## src/rtl/assert_macros.svh

```systemverilog
// Assertion macros shared by the RTL.
`ifndef ASSERT_MACROS_SVH
`define ASSERT_MACROS_SVH

// Same-cycle implication, checked on clk and held off during rst.
`define ASSERT_IMPL(lbl, ante, cons, msg) \
  lbl: assert property (@(posedge clk) disable iff (rst) (ante) |-> (cons)) else $error(msg);

// Next-cycle implication, checked on clk and held off during rst.
`define ASSERT_NEXT(lbl, ante, cons, msg) \
  lbl: assert property (@(posedge clk) disable iff (rst) (ante) |=> (cons)) else $error(msg);

`endif

```

## src/rtl/dwm_pkg.sv

```systemverilog
// Types, constants and output helper for the wheel mixer.
package dwm_pkg;

  // config register indexes
  localparam logic [7:0] REG_MAX_SPEED    = 8'd0;
  localparam logic [7:0] REG_MAX_YAW_RATE = 8'd1;
  localparam logic [7:0] REG_WHEEL_BASE   = 8'd2;
  localparam logic [7:0] REG_TIMEOUT_US   = 8'd3;

  localparam int CFG_IDX_W  = 8;
  localparam int CFG_DATA_W = 24;

  localparam logic [14:0] MAX_SPEED_RST    = 15'd256;
  localparam logic [14:0] MAX_YAW_RATE_RST = 15'd256;
  localparam logic [14:0] WHEEL_BASE_RST   = 15'd128;
  localparam logic [23:0] TIMEOUT_US_RST   = 24'd100000;

  // wheel-term width: holds +/-(2^21 + 2^21) with margin
  localparam int WW = 26;
  // quotient bits below the saturation point
  localparam int QW = 15;

  localparam int DIV_STEPS  = 3;
  localparam int DIV_STAGES = QW / DIV_STEPS;

  // pipeline map: clamp, mult, rot, excess, wheels, abs, divider stages, output
  localparam int ST_DIV0  = 6;
  localparam int ST_OUT   = ST_DIV0 + DIV_STAGES;
  localparam int STAGES   = ST_OUT + 1;

  localparam logic signed [15:0] DRIVE_MAX = 16'sh7fff;
  localparam logic signed [15:0] DRIVE_MIN = 16'sh8000;

  typedef struct packed {
    logic          neg;
    logic          big;
    logic [QW-1:0] rem;
    logic [QW-1:0] q;
  } div_lane_t;

  // Sign, saturate and gate one lane's quotient.
  function automatic logic signed [15:0] drive_of(input div_lane_t l, input logic z);
    logic signed [15:0] r;
    if (z) begin
      r = '0;
    end else if (l.big) begin
      r = l.neg ? DRIVE_MIN : DRIVE_MAX;
    end else if (l.neg) begin
      r = -signed'({1'b0, l.q});
    end else begin
      r = signed'({1'b0, l.q});
    end
    return r;
  endfunction

endpackage

```

## src/rtl/diff_drive_wheel_mixer.sv

```systemverilog
// Differential-drive wheel mixer: pipelined top level.
//
// Input channel: in_valid / in_stall, one command beat per cycle while in_stall is low, carrying
// speed_cmd, turn_rate_cmd, setpoint_time_us, now_time_us and armed_flag.
// Output channel: out_valid / out_stall, one beat of left_drive and
// right_drive (Q1.15) per input beat, in order.
// Config channel: cfg_valid / cfg_ready (always ready), cfg_index selects
// max_speed (0), max_yaw_rate (1), wheel_base (2), timeout_us (3); other
// indexes are dropped. Write only while the pipeline is empty.
// An accepted beat passes stages A to F, the divider stages and the output stage.
// Throughput: one beat per cycle while out_stall is low; the 12 register
// stages each take a new beat whenever they advance. The quotient is built
// by a restoring divider spread over 5 stages, 3 quotient bits per stage.
// Stall: each stage advances when it is empty or its successor advances, so
// bubbles are squeezed out; in_stall rises only when all stages hold data
// and out_stall is high. Nothing is dropped or repeated.
// Reset: rst (synchronous) empties the pipeline and loads the register
// defaults 256, 256, 128 and 100000.
module diff_drive_wheel_mixer (
  input  logic                               clk,
  input  logic                               rst,
  input  logic                               in_valid,
  output logic                               in_stall,
  input  logic signed [15:0]                 speed_cmd,
  input  logic signed [15:0]                 turn_rate_cmd,
  input  logic [63:0]                        setpoint_time_us,
  input  logic [63:0]                        now_time_us,
  input  logic                               armed_flag,
  output logic                               out_valid,
  input  logic                               out_stall,
  output logic signed [15:0]                 left_drive,
  output logic signed [15:0]                 right_drive,
  input  logic                               cfg_valid,
  output logic                               cfg_ready,
  input  logic [dwm_pkg::CFG_IDX_W-1:0]      cfg_index,
  input  logic [dwm_pkg::CFG_DATA_W-1:0]     cfg_data
);
  import dwm_pkg::*;

  `include "assert_macros.svh"

  logic [14:0] max_speed;
  logic [14:0] max_yaw_rate;
  logic [14:0] wheel_base;
  logic [23:0] timeout_us;

  logic [STAGES-1:0] v;
  logic [STAGES:0]   move;

  // stage A: gating and clamps
  logic               a_zero;
  logic signed [15:0] a_lin;
  logic signed [15:0] a_yaw;
  // stage B: product
  logic               b_zero;
  logic signed [15:0] b_lin;
  logic signed [31:0] b_prod;
  // stage C: rotational term and magnitudes
  logic                 c_zero;
  logic signed [15:0]   c_lin;
  logic [15:0]          c_alin;
  logic signed [WW-1:0] c_rot;
  logic [WW-1:0]        c_arot;
  // stage D: limited linear term
  logic                 d_zero;
  logic signed [WW-1:0] d_lin;
  logic signed [WW-1:0] d_rot;
  // stage E: wheel terms
  logic                 e_zero;
  logic signed [WW-1:0] e_wl;
  logic signed [WW-1:0] e_wr;
  // stage F and divider stages
  logic                 f_zero;
  div_lane_t            f_lane [2];
  logic                 dz [DIV_STAGES];
  div_lane_t            dv [DIV_STAGES][2];
  div_lane_t            dv_next [DIV_STAGES][2];

  logic [64:0]          deadline;
  logic                 stale;
  logic signed [15:0]   ms_s;
  logic signed [15:0]   yr_s;
  logic signed [15:0]   lin_a;
  logic signed [15:0]   yaw_a;
  logic signed [WW-1:0] rot_c;
  logic                 excess;
  logic signed [WW-1:0] mag_d;
  logic signed [WW-1:0] lin_d;
  div_lane_t            lane_f [2];

  assign cfg_ready = 1'b1;

  always_ff @(posedge clk) begin
    if (rst) begin
      max_speed    <= MAX_SPEED_RST;
      max_yaw_rate <= MAX_YAW_RATE_RST;
      wheel_base   <= WHEEL_BASE_RST;
      timeout_us   <= TIMEOUT_US_RST;
    end else if (cfg_valid && cfg_ready) begin
      case (cfg_index)
        REG_MAX_SPEED:    max_speed    <= cfg_data[14:0];
        REG_MAX_YAW_RATE: max_yaw_rate <= cfg_data[14:0];
        REG_WHEEL_BASE:   wheel_base   <= cfg_data[14:0];
        REG_TIMEOUT_US:   timeout_us   <= cfg_data;
        default: ;
      endcase
    end
  end

  // a stage loads when empty or when its successor moves on
  always_comb begin
    move[STAGES] = !out_stall;
    for (int k = STAGES - 1; k >= 0; k--) begin
      move[k] = !v[k] || move[k+1];
    end
  end

  assign in_stall = !move[0];

  always_ff @(posedge clk) begin
    if (rst) begin
      v <= '0;
    end else begin
      if (move[0]) v[0] <= in_valid;
      for (int k = 1; k < STAGES; k++) begin
        if (move[k]) v[k] <= v[k-1];
      end
    end
  end

  // stage A logic
  always_comb begin
    // stale when now > setpoint + timeout, summed without wrap
    deadline = {1'b0, setpoint_time_us} + 65'(timeout_us);
    stale    = {1'b0, now_time_us} > deadline;
    ms_s     = signed'({1'b0, max_speed});
    yr_s     = signed'({1'b0, max_yaw_rate});
    if (speed_cmd > ms_s)       lin_a = ms_s;
    else if (speed_cmd < -ms_s) lin_a = -ms_s;
    else                        lin_a = speed_cmd;
    if (turn_rate_cmd > yr_s)       yaw_a = yr_s;
    else if (turn_rate_cmd < -yr_s) yaw_a = -yr_s;
    else                            yaw_a = turn_rate_cmd;
  end

  // stage C logic: floor shift matches the arithmetic shift of the product
  assign rot_c = WW'(b_prod >>> 9);

  // stage D logic
  always_comb begin
    excess = (WW'(c_alin) + c_arot) > WW'(max_speed);
    mag_d  = signed'(WW'(max_speed)) - signed'(c_arot);
    if (!excess)        lin_d = WW'(c_lin);
    else if (c_lin > 0) lin_d = mag_d;
    else if (c_lin < 0) lin_d = -mag_d;
    else                lin_d = '0;
  end

  // stage F logic: |w| >= max_speed means the quotient saturates
  always_comb begin
    logic [WW-1:0] aw [2];
    aw[0] = (e_wl < 0) ? WW'(-e_wl) : WW'(e_wl);
    aw[1] = (e_wr < 0) ? WW'(-e_wr) : WW'(e_wr);
    lane_f[0].neg = e_wl < 0;
    lane_f[1].neg = e_wr < 0;
    for (int l = 0; l < 2; l++) begin
      lane_f[l].big = aw[l] >= WW'(max_speed);
      lane_f[l].rem = aw[l][QW-1:0];
      lane_f[l].q   = '0;
    end
  end

  // restoring divider: remainder stays below max_speed on lanes that do not saturate
  always_comb begin
    div_lane_t     t;
    logic [QW:0]   r2;
    for (int j = 0; j < DIV_STAGES; j++) begin
      for (int l = 0; l < 2; l++) begin
        t = (j == 0) ? f_lane[l] : dv[(j == 0) ? 0 : j-1][l];
        for (int s = 0; s < DIV_STEPS; s++) begin
          r2 = {t.rem, 1'b0};
          if (r2 >= {1'b0, max_speed}) begin
            t.rem = QW'(r2 - {1'b0, max_speed});
            t.q   = {t.q[QW-2:0], 1'b1};
          end else begin
            t.rem = r2[QW-1:0];
            t.q   = {t.q[QW-2:0], 1'b0};
          end
        end
        dv_next[j][l] = t;
      end
    end
  end

  always_ff @(posedge clk) begin
    if (move[0]) begin
      a_zero <= (max_speed == '0) || !armed_flag || stale;
      a_lin  <= lin_a;
      a_yaw  <= yaw_a;
    end
    if (move[1]) begin
      b_zero <= a_zero;
      b_lin  <= a_lin;
      b_prod <= signed'({1'b0, wheel_base}) * a_yaw;
    end
    if (move[2]) begin
      c_zero <= b_zero;
      c_lin  <= b_lin;
      c_alin <= (b_lin < 0) ? 16'(-b_lin) : 16'(b_lin);
      c_rot  <= rot_c;
      c_arot <= (rot_c < 0) ? WW'(-rot_c) : WW'(rot_c);
    end
    if (move[3]) begin
      d_zero <= c_zero;
      d_lin  <= lin_d;
      d_rot  <= c_rot;
    end
    if (move[4]) begin
      e_zero <= d_zero;
      e_wl   <= d_lin - d_rot;
      e_wr   <= d_lin + d_rot;
    end
    if (move[5]) begin
      f_zero <= e_zero;
      f_lane <= lane_f;
    end
    for (int j = 0; j < DIV_STAGES; j++) begin
      if (move[ST_DIV0+j]) begin
        dz[j] <= (j == 0) ? f_zero : dz[(j == 0) ? 0 : j-1];
        dv[j] <= dv_next[j];
      end
    end
    if (move[ST_OUT]) begin
      left_drive  <= drive_of(dv[DIV_STAGES-1][0], dz[DIV_STAGES-1]);
      right_drive <= drive_of(dv[DIV_STAGES-1][1], dz[DIV_STAGES-1]);
    end
  end

  assign out_valid = v[ST_OUT];

  `ASSERT_NEXT(a_accept_loads, in_valid && !in_stall, v[0], "accepted beat not captured")
  `ASSERT_IMPL(a_stall_full, in_stall, &v, "input stalled with an empty stage")
  // saturating lanes carry a truncated remainder, so only the others are checked
  `ASSERT_IMPL(a_div_rem, v[ST_OUT-1] && !dz[DIV_STAGES-1],
    (dv[DIV_STAGES-1][0].big || (dv[DIV_STAGES-1][0].rem < max_speed)) &&
    (dv[DIV_STAGES-1][1].big || (dv[DIV_STAGES-1][1].rem < max_speed)),
    "divider remainder out of range")

endmodule
```

## config.mk

```make
export PLATFORM = sky130hd
export DESIGN_NAME = diff_drive_wheel_mixer
export DESIGN_NICKNAME = d
export VERILOG_FILES = /design/src/rtl/dwm_pkg.sv /design/src/rtl/diff_drive_wheel_mixer.sv
export VERILOG_INCLUDE_DIRS = /design/src /design/src/rtl
export SDC_FILE = /design/constraint.sdc
export NUM_CORES = 2
export LEC_CHECK = 0
export BUFFER_PORTS_ARGS = -buffer_cell sky130_fd_sc_hd__buf_4
export CAP_MARGIN = 20
export CORE_MARGIN = 1.5
export CORE_UTILIZATION = 35
export DETAILED_ROUTE_END_ITERATION = 10
export MAX_ROUTING_LAYER = met4
export PLACE_DENSITY_LB_ADDON = 0.08
export SLEW_MARGIN = 20
export SYNTH_ARGS = -nofsm -noshare
export SYNTH_HDL_FRONTEND = slang
export SYNTH_SLANG_ARGS = --single-unit
```

## constraint.sdc

```tcl
create_clock -name clk -period 12 [get_ports clk]
set_input_delay 0.6 -clock clk [delete_from_list [all_inputs] [get_ports clk]]
set_output_delay 0.6 -clock clk [all_outputs]
set_load 0.1 [all_outputs]
```

==> summary.md <==
| Metric | Value |
|---|---|
| Status | completed |
| Num Clock Sinks | 637 |
| Post-synth top area share | 0.254 |
| CTS Hold Bufs | 0 |
| Htree depth | 3 |
| Vias per cell | 5.42 |
| Crit Path Class | flop to flop |
| Endpoints failing setup | 0 |
| Largest net degree at the start of global routing | 82 |
| Reg2Reg Setup Slack | 2760 ps |
| Clock buffer count from CTS | 83 |
| Arr. time, crit path | 9820 ps |
| Row count | 158 |
| Count of pins over their slew limit | 0 |
| Crit path max fanout | 24 |
| Worst-skew pair later-pin latency | 710 ps |
| Layout cell share with drive strength beyond 1 | 0.0961 |
| Critical path's largest stage delay | 580 ps |
| Postcts setup bufs | 0 |
| M3 GR Usage | 0.0203 |
| Worst Clk Skew | 31.1 ps |
| Die area | 191,000 sq um |
| Fin nets | 8,713 |
| P&R area growth vs syn | 11.9% |
| First-pass GRT wire length | 320,000 microns |
| # DRC | 0 |
| Global router's overall resource usage | 0.221 |
| Top area cells in the synthesized netlist | edfxtp_1, ha_1, fa_1 |
| Hold Path Class | input port to flop |
| Post-synth EDFFs | 556 |
| Cts repair resizes | 0 |
| Routed WL | 209,000 microns |
| GR Layer Usage met1 | 0.279 |
| MaxCap Viol Count | 0 |
| Routability cong. | 0.921 |
| Synth Register Bits | 637 |
| Clk buf depth | 3 |
| Setup TNS | 0 ps |
| Area leader, netlist | edfxtp_1 |
| Initial antenna violation count | 11 |
| Final min period | 9240 ps |
| Synth cell types | 93 |
| CP Launch Type | flop |
| Average wire per standard cell | 20.8 microns |
| Max Fclk | 108 MHz |
| DRT antenna net count | 0 |
| CTS tree | built |
| Initial drt markers | 3,267 |
| Initial core utilization | 0.354 |
| RSZ-0062 raised after global routing | false |
| Clk pin slew, worst setup/hold paths | 60 ps |
| Most common cell after layout, fill and taps aside | ha_1 |
| Worst EP required | 12,580 ps |
| Max-slew headroom | 0.292 |
| Crit path capture type | flop |
| Top Ports | 233 |
| GRT overflow | 0 |
| Final Cycle Share | 0.770 |
| Die X-Extent | 437 microns |
| Crit-path slowest cell | nand2_1 |
| Number of synthesis warnings | 0 |
| CTS Root Cell | clkbuf_16 |
| Post-Synthesis Cells | 7,294 |
| Port Buffers | 231 |
| GR Util met2 | 0.381 |
| Synth async-reset ratio | 0 |
| Gr busiest metal | met2 |
| Post-DP HPWL | 164,000 microns |
| Die Height | 437 microns |
| Core ar. | 186,000 sq um |
| Worst-Margin Slew | 1060 ps |
| Avg Inst Size Synth | 9.02 sq um |
| First-pass DRT Iterations | 6 |
| Netlist Area Pre-Place | 65,800 sq um |
| Sequential area share after synthesis | 0.278 |
| Most frequent cells in the layout | ha_1, nand2_1, a21oi_1 |
| Vias in the first global route | 53,600 |
| Via count | 54,500 |
| Synth Flop Type | edfxtp_1 |
| Final hold viol count | 0 |
[area by class of cell]
cell class,count,area (sq um)
Multi-Input combinational cell,5938,44900
Clock buffer,107,2290
Tap cell,2480,3100
Fill cell,18600,112000
Inverter,521,1960
Clock inverter,47,689
Antenna cell,3,7.51
Timing Repair Buffer,314,2390
Sequential cell,637,18300
[routing by layer]
layer  wire [microns]  share of wire
met5                0              0
met4             4340          0.021
met3             6660          0.032
met2           103000           0.49
met1            94900           0.45
[cell usage after synthesis (32+ instances only)]
| cell | n |
|---|---|
| ha_1 | 827 |
| nand2_1 | 633 |
| a21oi_1 | 586 |
| edfxtp_1 | 556 |
| nor2_1 | 540 |
| inv_1 | 520 |
| xnor2_1 | 404 |
| o21ai_0 | 344 |
| fa_1 | 193 |
| a21o_1 | 181 |
| clkbuf_1 | 178 |
| nor3_1 | 165 |
| xor2_1 | 165 |
| mux2_2 | 160 |
| nand3_1 | 150 |
| and2_1 | 133 |
| nand2b_1 | 119 |
| o21a_1 | 115 |
| nor2b_1 | 104 |
| mux2i_1 | 90 |
| nand4_1 | 87 |
| dfxtp_1 | 81 |
| or3_1 | 71 |
| a211oi_1 | 70 |
| o31ai_1 | 66 |
| and3_1 | 53 |
| o211ai_1 | 50 |
| a31oi_1 | 49 |
| o21bai_1 | 49 |
| or2_2 | 47 |
| nor4_1 | 40 |
| a211o_1 | 32 |
| o22ai_1 | 32 |
[final timing paths]
check	cells past startpoint	end	from
max	32	dv[0][25]	max_speed[7]
min	3	timeout_us[16]	cfg_data[16]
max reg2reg	32	dv[0][25]	max_speed[7]
min reg2reg	0	d_rot[1]	c_rot[1]
[per-stage QoR]
step	area (sq um)	utilization	hold slack (ps)	std cells	setup WS (ps)
2_1_floorplan	65800	-	400	7296	2600
5_1_grt	73700	0.396	86.0	10000	1900
3_3_place_gp	70600	0.380	401	9888	2960
6_report	73700	0.396	115	10000	2760
4_1_cts	73600	0.396	41.9	10000	2810
3_5_place_dp	70600	0.380	405	9888	2840
[sequential cells by signal, summed over array words and instances (netlist names), 23 cells and up]
name / count
f_lane: 29
dv: 230
timeout_us: 24
e_wl: 26
d_rot: 23
c_rot: 23
b_prod: 23
e_wr: 25
d_lin: 26
c_arot: 25
[worst max-delay path, delay by kind of cell, from the launching register on]
family | cells | cell delay, ps
AND/OR/NAND/NOR | 11 | 3320
AO/OA/AOI/OAI | 13 | 2870
buffers and inverters | 4 | 1250
adder cells (fa/ha/maj) | 3 | 890
flip-flops | 1 | 410
multiplexers | 1 | 360
[logic make-up (layout without fill, tap and decap cells)]
group	Yosys count	after routing	synth area share
AOI/OAI and AO/OA	1839	1839	0.180
xor gates and xnor gates	569	569	0.0757
and+or+nand+nor	2256	2256	0.167
buffers and inverters	721	989	0.0414
adders and majority gates	1020	1020	0.216
DFF	637	637	0.278
other	2	7	0.000114
muxes	250	250	0.0411
Power is not shown: default switching activity piles up to over one toggle a cycle in this logic, so the estimate is an artifact.
